File: config.mk
export PLATFORM = sky130hd
export DESIGN_NAME = slot_pool_allocator_flat
export DESIGN_NICKNAME = d
export VERILOG_FILES = /design/src/spa_pkg.sv /design/src/spa_cmd_if.sv /design/src/spa_res_if.sv /design/src/spa_scan.sv /design/src/spa_tag_ram.sv /design/src/slot_pool_allocator.sv /design/src/flat_wrapper.sv
export SDC_FILE = /design/constraint.sdc
export NUM_CORES = 2
export LEC_CHECK = 0
export BUFFER_PORTS_ARGS = -buffer_cell sky130_fd_sc_hd__buf_2
export CAP_MARGIN = 5
export CORE_MARGIN = 10
export CORE_UTILIZATION = 40
export CTS_BUF_LIST = sky130_fd_sc_hd__clkbuf_16
export DETAILED_ROUTE_END_ITERATION = 10
export PLACE_DENSITY = 0.65
export SLEW_MARGIN = 20
export SYNTH_ARGS = -nofsm -noshare
export SYNTH_HDL_FRONTEND = slang
export SYNTH_HIERARCHICAL = 1
export SYNTH_SLANG_ARGS = --single-unit
File: constraint.sdc
create_clock -name i_clk -period 6 [get_ports i_clk]
set_input_delay 1.2 -clock i_clk [delete_from_list [all_inputs] [get_ports i_clk]]
set_output_delay 1.2 -clock i_clk [all_outputs]
set_load 0.01 [all_outputs]
File: src/spa_pkg.sv
// ----------------------------------------------------------------------------
// spa_pkg
// Shared constants, codes and types of the slot pool allocator.
// ----------------------------------------------------------------------------
package spa_pkg;

    // default pool size
    localparam int POOL_SLOTS_DEF = 128;

    // occupancy map is scanned one group of slots per cycle
    localparam int GROUP_W  = 8;
    localparam int GROUP_LG = 3;

    // transaction field widths
    localparam int CMD_W    = 2;
    localparam int IDX_W    = 7;
    localparam int TYPE_W   = 8;
    localparam int STATUS_W = 2;
    localparam int HW_W     = 8;

    // command codes
    typedef enum logic [CMD_W-1:0] {
        CMD_SPAWN   = 2'd0,
        CMD_DESPAWN = 2'd1,
        CMD_READ    = 2'd2,
        CMD_CLEAR   = 2'd3
    } t_cmd;

    // result status codes
    typedef enum logic [STATUS_W-1:0] {
        STAT_OK    = 2'd0,
        STAT_FULL  = 2'd1,
        STAT_RANGE = 2'd2
    } t_status;

    // sequencer states
    typedef enum logic [2:0] {
        ST_IDLE,
        ST_SCAN_UP,
        ST_SCAN_DOWN,
        ST_READ,
        ST_RESP
    } t_state;

    // request to the group scan unit
    typedef struct packed {
        logic [GROUP_W-1:0]  hit;
        logic [GROUP_LG-1:0] start;
        logic                down;
    } t_scan_req;

    // answer of the group scan unit
    typedef struct packed {
        logic                found;
        logic [GROUP_LG-1:0] pos;
    } t_scan_rsp;

endpackage

File: src/spa_cmd_if.sv
// ----------------------------------------------------------------------------
// spa_cmd_if
// Command channel: valid/ready handshake with the command payload.
// ----------------------------------------------------------------------------
interface spa_cmd_if;

    logic                          valid;
    logic                          ready;
    logic [spa_pkg::CMD_W-1:0]     command;
    logic [spa_pkg::IDX_W-1:0]     slot_index;
    logic [spa_pkg::TYPE_W-1:0]    spawn_type;

    modport source (
        output valid, command, slot_index, spawn_type,
        input  ready
    );

    modport sink (
        input  valid, command, slot_index, spawn_type,
        output ready
    );

endinterface

File: src/spa_res_if.sv
// ----------------------------------------------------------------------------
// spa_res_if
// Result channel: valid/ready handshake with the result payload.
// ----------------------------------------------------------------------------
interface spa_res_if;

    logic                          valid;
    logic                          ready;
    logic [spa_pkg::STATUS_W-1:0]  status;
    logic [spa_pkg::IDX_W-1:0]     granted_slot;
    logic [spa_pkg::TYPE_W-1:0]    slot_type;
    logic [spa_pkg::HW_W-1:0]      high_water;

    modport source (
        output valid, status, granted_slot, slot_type, high_water,
        input  ready
    );

    modport sink (
        input  valid, status, granted_slot, slot_type, high_water,
        output ready
    );

endinterface

File: src/spa_scan.sv
// ----------------------------------------------------------------------------
// spa_scan
// Group scan unit: finds the first hit at or above a start bit, or the last
// hit at or below it, inside one group of the occupancy map.
// ----------------------------------------------------------------------------
module spa_scan (
    input  spa_pkg::t_scan_req i_req,
    output spa_pkg::t_scan_rsp o_rsp
);

    logic [spa_pkg::GROUP_W-1:0] keep;
    logic [spa_pkg::GROUP_W-1:0] masked;

    // keep bits on the search side of the start bit
    always_comb begin
        if (i_req.down) begin
            keep = {spa_pkg::GROUP_W{1'b1}} >>
                   (spa_pkg::GROUP_LG'(spa_pkg::GROUP_W - 1) - i_req.start);
        end else begin
            keep = {spa_pkg::GROUP_W{1'b1}} << i_req.start;
        end
        masked = i_req.hit & keep;
    end

    // priority encode toward the start bit
    always_comb begin
        o_rsp.found = |masked;
        o_rsp.pos   = '0;
        if (i_req.down) begin
            for (int k = 0; k < spa_pkg::GROUP_W; k++) begin
                if (masked[k]) o_rsp.pos = spa_pkg::GROUP_LG'(k);
            end
        end else begin
            for (int k = spa_pkg::GROUP_W - 1; k >= 0; k--) begin
                if (masked[k]) o_rsp.pos = spa_pkg::GROUP_LG'(k);
            end
        end
    end

endmodule

File: src/spa_tag_ram.sv
// ----------------------------------------------------------------------------
// spa_tag_ram
// Type tag store: one write port, one read port with registered read data.
// ----------------------------------------------------------------------------
module spa_tag_ram #(
    parameter int DEPTH = spa_pkg::POOL_SLOTS_DEF,
    parameter int AW    = $clog2(DEPTH)
) (
    input  logic                        i_clk,
    input  logic                        i_we,
    input  logic [AW-1:0]               i_waddr,
    input  logic [spa_pkg::TYPE_W-1:0]  i_wdata,
    input  logic                        i_re,
    input  logic [AW-1:0]               i_raddr,
    output logic [spa_pkg::TYPE_W-1:0]  o_rdata
);

    logic [spa_pkg::TYPE_W-1:0] r_mem [DEPTH];
    logic [spa_pkg::TYPE_W-1:0] r_rdata;

    // write port
    always_ff @(posedge i_clk) begin
        if (i_we) begin
            r_mem[i_waddr] <= i_wdata;
        end
    end

    // read port
    always_ff @(posedge i_clk) begin
        if (i_re) begin
            r_rdata <= r_mem[i_raddr];
        end
    end

    assign o_rdata = r_rdata;

endmodule

File: src/slot_pool_allocator.sv
// ----------------------------------------------------------------------------
// slot_pool_allocator
// Fixed pool of typed slots with a free hint and a high-water mark.
// ----------------------------------------------------------------------------
// One transaction at a time: the command port is ready only while the block
// is idle, and each command answers with exactly one result. Occupancy is
// kept in a flip-flop map that reset and the clear command empty at once;
// type tags live in a RAM, and a slot whose map bit is clear reads as free.
// A single group scan unit walks the map 8 slots per cycle. A clear, an
// out-of-range read or despawn and a non-shrinking despawn go from acceptance
// straight to the result; an in-range read passes a RAM read state first;
// a spawn scans 8-slot groups from the free hint up to the first free slot
// or the pool end, and a full pool whose hint is at the end answers without a scan.
// A despawn of the top active slot first walks groups downward to the next
// occupied slot. The result holds until taken, and the block returns to idle
// the cycle after that.
// ----------------------------------------------------------------------------
module slot_pool_allocator #(
    parameter int POOL_SLOTS = spa_pkg::POOL_SLOTS_DEF
) (
    input logic        i_clk,
    input logic        i_rst_n,
    spa_cmd_if.sink    i_cmd,
    spa_res_if.source  o_res
);

    localparam int CNTW = $clog2(POOL_SLOTS + 1);
    localparam int AW   = $clog2(POOL_SLOTS);
    localparam int NGRP = (POOL_SLOTS + spa_pkg::GROUP_W - 1) / spa_pkg::GROUP_W;
    localparam int GW   = (NGRP > 1) ? $clog2(NGRP) : 1;
    localparam int IXW  = ((CNTW > spa_pkg::IDX_W) ? CNTW : spa_pkg::IDX_W) + 1;
    localparam int XW   = IXW + spa_pkg::GROUP_LG;

    // sequencer and datapath registers
    spa_pkg::t_state                      r_state, n_state;
    spa_pkg::t_status                     r_status, n_status;
    logic [spa_pkg::TYPE_W-1:0]           r_type, n_type;
    logic [spa_pkg::IDX_W-1:0]            r_slot, n_slot;
    logic [spa_pkg::TYPE_W-1:0]           r_tag, n_tag;
    logic [CNTW-1:0]                      r_hint, n_hint;
    logic [CNTW-1:0]                      r_mark, n_mark;
    logic [GW-1:0]                        r_grp, n_grp;
    logic [spa_pkg::GROUP_LG-1:0]         r_bit, n_bit;
    logic [NGRP-1:0][spa_pkg::GROUP_W-1:0] r_occ, n_occ;

    // decoded command transaction
    logic                                 in_acc;
    spa_pkg::t_cmd                        in_cmd;
    logic [XW-1:0]                        idx_x;
    logic                                 idx_oor;
    logic [CNTW-1:0]                      idx_c;
    logic [XW-1:0]                        hint_x;
    logic                                 hint_end;

    // scan unit hookup
    spa_pkg::t_scan_req                   scan_req;
    spa_pkg::t_scan_rsp                   scan_rsp;
    logic [spa_pkg::GROUP_W-1:0]          pad;
    logic [XW-1:0]                        grp_base;
    logic [CNTW-1:0]                      pos_c;
    logic                                 grp_last;
    logic                                 grp_first;

    // tag RAM hookup
    logic                                 ram_we;
    logic [AW-1:0]                        ram_waddr;
    logic                                 ram_re;
    logic [spa_pkg::TYPE_W-1:0]           ram_rdata;

    // command decode
    assign in_acc   = i_cmd.valid && i_cmd.ready;
    assign in_cmd   = spa_pkg::t_cmd'(i_cmd.command);
    assign idx_x    = XW'(i_cmd.slot_index);
    assign idx_oor  = idx_x >= XW'(POOL_SLOTS);
    assign idx_c    = CNTW'(i_cmd.slot_index);
    assign hint_x   = XW'(r_hint);
    assign hint_end = r_hint >= CNTW'(POOL_SLOTS);

    // current group of the map, slots past the pool end look occupied
    assign grp_base  = XW'(r_grp) << spa_pkg::GROUP_LG;
    assign grp_last  = r_grp == GW'(NGRP - 1);
    assign grp_first = r_grp == '0;

    always_comb begin
        for (int k = 0; k < spa_pkg::GROUP_W; k++) begin
            pad[k] = (grp_base + XW'(k)) >= XW'(POOL_SLOTS);
        end
    end

    always_comb begin
        scan_req.down  = r_state == spa_pkg::ST_SCAN_DOWN;
        scan_req.start = r_bit;
        scan_req.hit   = scan_req.down ? r_occ[r_grp] : ~(r_occ[r_grp] | pad);
    end

    spa_scan u_scan (
        .i_req (scan_req),
        .o_rsp (scan_rsp)
    );

    assign pos_c = CNTW'(grp_base | XW'(scan_rsp.pos));

    spa_tag_ram #(
        .DEPTH (POOL_SLOTS),
        .AW    (AW)
    ) u_tag_ram (
        .i_clk   (i_clk),
        .i_we    (ram_we),
        .i_waddr (ram_waddr),
        .i_wdata (r_type),
        .i_re    (ram_re),
        .i_raddr (AW'(i_cmd.slot_index)),
        .o_rdata (ram_rdata)
    );

    // next state
    always_comb begin
        n_state = r_state;
        unique case (r_state)
            spa_pkg::ST_IDLE: begin
                if (in_acc) begin
                    unique case (in_cmd)
                        spa_pkg::CMD_SPAWN: begin
                            n_state = hint_end ? spa_pkg::ST_RESP : spa_pkg::ST_SCAN_UP;
                        end
                        spa_pkg::CMD_DESPAWN: begin
                            if (!idx_oor && (idx_c + CNTW'(1)) == r_mark) begin
                                n_state = spa_pkg::ST_SCAN_DOWN;
                            end else begin
                                n_state = spa_pkg::ST_RESP;
                            end
                        end
                        spa_pkg::CMD_READ: begin
                            n_state = idx_oor ? spa_pkg::ST_RESP : spa_pkg::ST_READ;
                        end
                        spa_pkg::CMD_CLEAR: begin
                            n_state = spa_pkg::ST_RESP;
                        end
                        default: n_state = spa_pkg::ST_RESP;
                    endcase
                end
            end
            spa_pkg::ST_SCAN_UP: begin
                if (scan_rsp.found || grp_last) n_state = spa_pkg::ST_RESP;
            end
            spa_pkg::ST_SCAN_DOWN: begin
                if (scan_rsp.found || grp_first) n_state = spa_pkg::ST_RESP;
            end
            spa_pkg::ST_READ: begin
                n_state = spa_pkg::ST_RESP;
            end
            spa_pkg::ST_RESP: begin
                if (o_res.ready) n_state = spa_pkg::ST_IDLE;
            end
            default: n_state = spa_pkg::ST_IDLE;
        endcase
    end

    // handshake outputs
    always_comb begin
        i_cmd.ready        = r_state == spa_pkg::ST_IDLE;
        o_res.valid        = r_state == spa_pkg::ST_RESP;
        o_res.status       = r_status;
        o_res.granted_slot = r_slot;
        o_res.slot_type    = r_tag;
        o_res.high_water   = spa_pkg::HW_W'(r_mark);
    end

    // datapath updates per state
    always_comb begin
        n_status  = r_status;
        n_type    = r_type;
        n_slot    = r_slot;
        n_tag     = r_tag;
        n_hint    = r_hint;
        n_mark    = r_mark;
        n_grp     = r_grp;
        n_bit     = r_bit;
        n_occ     = r_occ;
        ram_we    = 1'b0;
        ram_waddr = AW'(pos_c);
        ram_re    = 1'b0;
        case (r_state)
            spa_pkg::ST_IDLE: begin
                if (in_acc) begin
                    n_type   = i_cmd.spawn_type;
                    n_slot   = i_cmd.slot_index;
                    n_tag    = '0;
                    n_status = spa_pkg::STAT_OK;
                    n_grp    = GW'(idx_x >> spa_pkg::GROUP_LG);
                    n_bit    = idx_x[spa_pkg::GROUP_LG-1:0];
                    case (in_cmd)
                        spa_pkg::CMD_SPAWN: begin
                            n_slot = '0;
                            n_grp  = GW'(hint_x >> spa_pkg::GROUP_LG);
                            n_bit  = hint_x[spa_pkg::GROUP_LG-1:0];
                            if (hint_end) n_status = spa_pkg::STAT_FULL;
                        end
                        spa_pkg::CMD_DESPAWN: begin
                            if (idx_oor) begin
                                n_status = spa_pkg::STAT_RANGE;
                            end else begin
                                n_occ[GW'(idx_x >> spa_pkg::GROUP_LG)]
                                     [idx_x[spa_pkg::GROUP_LG-1:0]] = 1'b0;
                                if (idx_c < r_hint) n_hint = idx_c;
                            end
                        end
                        spa_pkg::CMD_READ: begin
                            if (idx_oor) begin
                                n_status = spa_pkg::STAT_RANGE;
                            end else begin
                                ram_re = 1'b1;
                            end
                        end
                        default: begin
                            n_slot = '0;
                            n_occ  = '0;
                            n_hint = '0;
                            n_mark = '0;
                        end
                    endcase
                end
            end
            // first free slot at or above the hint
            spa_pkg::ST_SCAN_UP: begin
                if (scan_rsp.found) begin
                    ram_we                   = 1'b1;
                    n_occ[r_grp][scan_rsp.pos] = |r_type;
                    n_hint                   = pos_c + CNTW'(1);
                    if ((pos_c + CNTW'(1)) > r_mark) n_mark = pos_c + CNTW'(1);
                    n_slot                   = spa_pkg::IDX_W'(pos_c);
                    n_tag                    = r_type;
                end else if (grp_last) begin
                    n_status = spa_pkg::STAT_FULL;
                    n_slot   = '0;
                end else begin
                    n_grp = r_grp + GW'(1);
                    n_bit = '0;
                end
            end
            // highest occupied slot at or below the freed one
            spa_pkg::ST_SCAN_DOWN: begin
                if (scan_rsp.found) begin
                    n_mark = pos_c + CNTW'(1);
                end else if (grp_first) begin
                    n_mark = '0;
                end else begin
                    n_grp = r_grp - GW'(1);
                    n_bit = spa_pkg::GROUP_LG'(spa_pkg::GROUP_W - 1);
                end
            end
            // free slots read as zero whatever the RAM holds
            spa_pkg::ST_READ: begin
                n_tag = r_occ[r_grp][r_bit] ? ram_rdata : '0;
            end
            default: begin
            end
        endcase
    end

    // control registers
    always_ff @(posedge i_clk) begin
        if (!i_rst_n) begin
            r_state <= spa_pkg::ST_IDLE;
            r_hint  <= '0;
            r_mark  <= '0;
            r_occ   <= '0;
        end else begin
            r_state <= n_state;
            r_hint  <= n_hint;
            r_mark  <= n_mark;
            r_occ   <= n_occ;
        end
    end

    // payload registers
    always_ff @(posedge i_clk) begin
        r_status <= n_status;
        r_type   <= n_type;
        r_slot   <= n_slot;
        r_tag    <= n_tag;
        r_grp    <= n_grp;
        r_bit    <= n_bit;
    end

endmodule

File: src/flat_wrapper.sv
// flat-port wrapper written by rule: the top's interface ports become plain ports
module slot_pool_allocator_flat 
#(
    parameter int POOL_SLOTS = spa_pkg::POOL_SLOTS_DEF
)
  (i_clk, i_rst_n, i_cmd_valid, i_cmd_command, i_cmd_slot_index, i_cmd_spawn_type, i_cmd_ready, o_res_valid, o_res_status, o_res_granted_slot, o_res_slot_type, o_res_high_water, o_res_ready);
  spa_cmd_if i_cmd_i ();
  spa_res_if o_res_i ();
  input logic i_clk;
  input logic i_rst_n;
  input wire logic [$bits(i_cmd_i.valid)-1:0] i_cmd_valid;
  input wire logic [$bits(i_cmd_i.command)-1:0] i_cmd_command;
  input wire logic [$bits(i_cmd_i.slot_index)-1:0] i_cmd_slot_index;
  input wire logic [$bits(i_cmd_i.spawn_type)-1:0] i_cmd_spawn_type;
  output wire logic [$bits(i_cmd_i.ready)-1:0] i_cmd_ready;
  output wire logic [$bits(o_res_i.valid)-1:0] o_res_valid;
  output wire logic [$bits(o_res_i.status)-1:0] o_res_status;
  output wire logic [$bits(o_res_i.granted_slot)-1:0] o_res_granted_slot;
  output wire logic [$bits(o_res_i.slot_type)-1:0] o_res_slot_type;
  output wire logic [$bits(o_res_i.high_water)-1:0] o_res_high_water;
  input wire logic [$bits(o_res_i.ready)-1:0] o_res_ready;
  assign i_cmd_i.valid = i_cmd_valid;
  assign i_cmd_i.command = i_cmd_command;
  assign i_cmd_i.slot_index = i_cmd_slot_index;
  assign i_cmd_i.spawn_type = i_cmd_spawn_type;
  assign i_cmd_ready = i_cmd_i.ready;
  assign o_res_valid = o_res_i.valid;
  assign o_res_status = o_res_i.status;
  assign o_res_granted_slot = o_res_i.granted_slot;
  assign o_res_slot_type = o_res_i.slot_type;
  assign o_res_high_water = o_res_i.high_water;
  assign o_res_i.ready = o_res_ready;
  slot_pool_allocator #(.POOL_SLOTS(POOL_SLOTS)) u_core (.i_clk(i_clk), .i_rst_n(i_rst_n), .i_cmd(i_cmd_i), .o_res(o_res_i));
endmodule
==> metrics.txt <==
status=completed; Syn Std Cell Area=51,900 µm²; first-pass GRT wire length=202 mm; via count=30,700; final wirelength=approximately 140 mm; initial antenna violation count=2; worst path required time=about 6.6 ns; power per cell area=322 nW/µm²; Core ar.=129,000 µm²; syn_area_per_cell=16.3 µm²; setup repair bufs after CTS=0; Critical Path AT=6.23 ns; drt pass-1 iters=8; post-synth top area share=0.616; leak pwr=between 0.015 and 0.02 µW; async set or reset register ratio after synthesis=0; Final ANT Viol Nets=0; fin nets=3,360; Max Freq=178 MHz; Seq/Total Area, Yosys=0.672; Max clock buf depth=3; syn_nets=around 3,200; CP Class=register to register; post-route minimum period=5.63 ns; EDFF count, synth=~1,100; total gr overflow=0; die area=144,000 µm²; layout cells sized above 1=0.251; fin crit share=0.938; IO buf count=46; initial core utilization=0.401; crit path launch type=register; hold crit path type=register to register; post-synth top area cell=edfxtp_1; unrepaired setup endpoints after global routing=false; CP endpoint kind=register; Placer Congestion=about 0.9; max-slew violations=0; # setup viols final=0; Post-Synthesis Cells=3,175; Fin Hold WS=0.469 ns; DP Wirelength=85.3 mm; Layout Area Growth over Synthesis=13.8%; Die W=~380 µm; clk root buf=clkbuf_16; Via-to-Cell Ratio=around 6; total of max-cap violations=0; clk sink count=1,210; vias in the first global route=approximately 30,000; commonest non-fill, non-tap cell in the layout=edfxtp_1; Tot GR Track Use=0.182; clk_lat worst skew=around 0.74 ns; Ports=between 40 and 50; Worst-Margin Slew=~1.2 ns; H-tree depth=3; clock buffer count from CTS=120; largest net degree at the start of global routing=101; setup TNS=0 ns; Distinct cells, synth=72; final-report hold violation count=0; clock-pin slew on the worst setup and hold paths=0.07 ns; max_slew headroom=0.214; CTS tree=done; Final Skew=0.0334 ns; count of warnings emitted by yosys=6; Die H=380 µm; routed len/inst=26.3 µm; synthesized flop and latch total=1,210; most frequent cells in the layout=edfxtp_1, mux4_2, nor2_1; Max FO, Critical Path=14; FILL cells=11,100; Final Power=19,000 µW; top post-synthesis cells by area=edfxtp_1, mux4_2, dfxtp_1; Hold-fix buffers, CTS=0; # rows=around 130; Max IR drop VDD=approximately 0.26 mV; DRC=0; DRT iter0 DRCs=roughly 4,000; Synth Flop Type=edfxtp_1
## registers in the layout, summed over array words and instances (netlist names)
register                   cells
u_core/o_res.granted_slot      7
u_core/o_res.high_water        8
u_core/o_res.slot_type         8
u_core/o_res.status            1
u_core/r_bit                   3
u_core/r_grp                   4
u_core/r_hint                  8
u_core/r_occ                 128
u_core/r_state                 3
u_core/r_type                  8
u_core/u_tag_ram/o_rdata       8
u_core/u_tag_ram/r_mem      1024
## cell families (layout without fill, tap and decap cells)
kind of cell             count (synthesis)  after routing  synth area share
flip-flops                            1210           1210             0.672
AND/OR/NAND/NOR                        635            635            0.0540
AO/OA/AOI/OAI                          607            607            0.0724
multiplexers                           407            407             0.169
buffers and inverters                  266            507            0.0218
adder cells (fa/ha/maj)                 25             25           0.00613
XOR/XNOR                                24             24           0.00405
other                                    1              3         0.0000723
## critical path: stages (launching register included)
cell	delay, ns
edfxtp_1	0.68
buf_4	0.37
mux4_1	0.61
mux2i_1	0.15
a21oi_1	0.17
xnor2_1	0.38
inv_1	0.12
o211ai_1	0.17
o311ai_0	0.15
a222oi_1	0.46
o22ai_4	0.17
nand3_1	0.24
nor2_1	0.08
xor2_1	0.20
ha_1	0.29
a21o_1	0.18
a21o_1	0.18
a21oi_1	0.15
a21oi_1	0.11
a22o_1	0.31
a32o_1	0.28
## per-stage QoR
| stage | utilization | instances | instance area (µm²) | worst slack (ns) |
|---|---|---|---|---|
| 5_1_grt | 0.457 | 5158 | 59000 | 0.0626 |
| 4_1_cts | 0.457 | 5158 | 59000 | 0.361 |
| 2_1_floorplan | - | 3175 | 51900 | 0.678 |
| 3_3_place_gp | 0.426 | 4935 | 55000 | 0.470 |
| 6_report | 0.457 | 5160 | 59000 | 0.374 |
| 3_5_place_dp | 0.426 | 4935 | 55000 | 0.391 |
## cell usage after synthesis (28+ instances only)
master    instances
o221a_2          39
inv_1            28
o21ai_0         220
clkbuf_1        164
a21oi_1         200
mux4_2          355
dfxtp_1         147
nand3_1          45
a22oi_1          30
nor2_1          273
a22o_1           44
edfxtp_1       1063
nand2_1         183
## per-layer routing
layer,track usage,up-vias,part of all wire
met5,0,-,0.000096
met4,0.0525,2,0.027
met3,0.0334,240,0.090
met2,0.280,1647,0.46
met1,0.265,15900,0.42
li1,-,13000,-
## power by group
part | switching, µW | total (µW) | internal (µW) | leakage [µW]
combinational | 1430 | 2140 | 708 | 0.00633
sequential | 51.4 | 9350 | 9290 | 0.0108
clock | 3220 | 7500 | 4270 | 0.00201
## worst paths after layout
check / start / endpoint / slack (ns) / depth (start not counted)
max: u_core/r_grp[0]$_DFFE_PP_ / u_core/o_res.high_water[1]$_SDFFE_PN0P_ / 0.37 / 20
min: u_core/r_hint[0]$_SDFFE_PN0P_ / u_core/r_hint[0]$_SDFFE_PN0P_ / 0.47 / 2
max reg2reg: u_core/r_grp[0]$_DFFE_PP_ / u_core/o_res.high_water[1]$_SDFFE_PN0P_ / 0.37 / 20
min reg2reg: u_core/r_hint[0]$_SDFFE_PN0P_ / u_core/r_hint[0]$_SDFFE_PN0P_ / 0.47 / 2
## cell type report
cell class                 instances  area (µm²)  area share
antenna                            2        5.00   0.0000848
clock buffer                     123        3080      0.0522
clock inverter                   100         883      0.0150
inverter                          30         113     0.00191
multi-input combinational       1699       15900       0.270
sequential                      1210       34900       0.591
tap                             1742        2180      0.0369
timing repair buffer             254        1940      0.0329
## what timing repair did
item,in CTS,in global routing
endpoints found under the hold margin,0,0
endpoints found under the setup margin,0,8
gates resized for setup,0,2
Power figures use the tool's default switching activity.
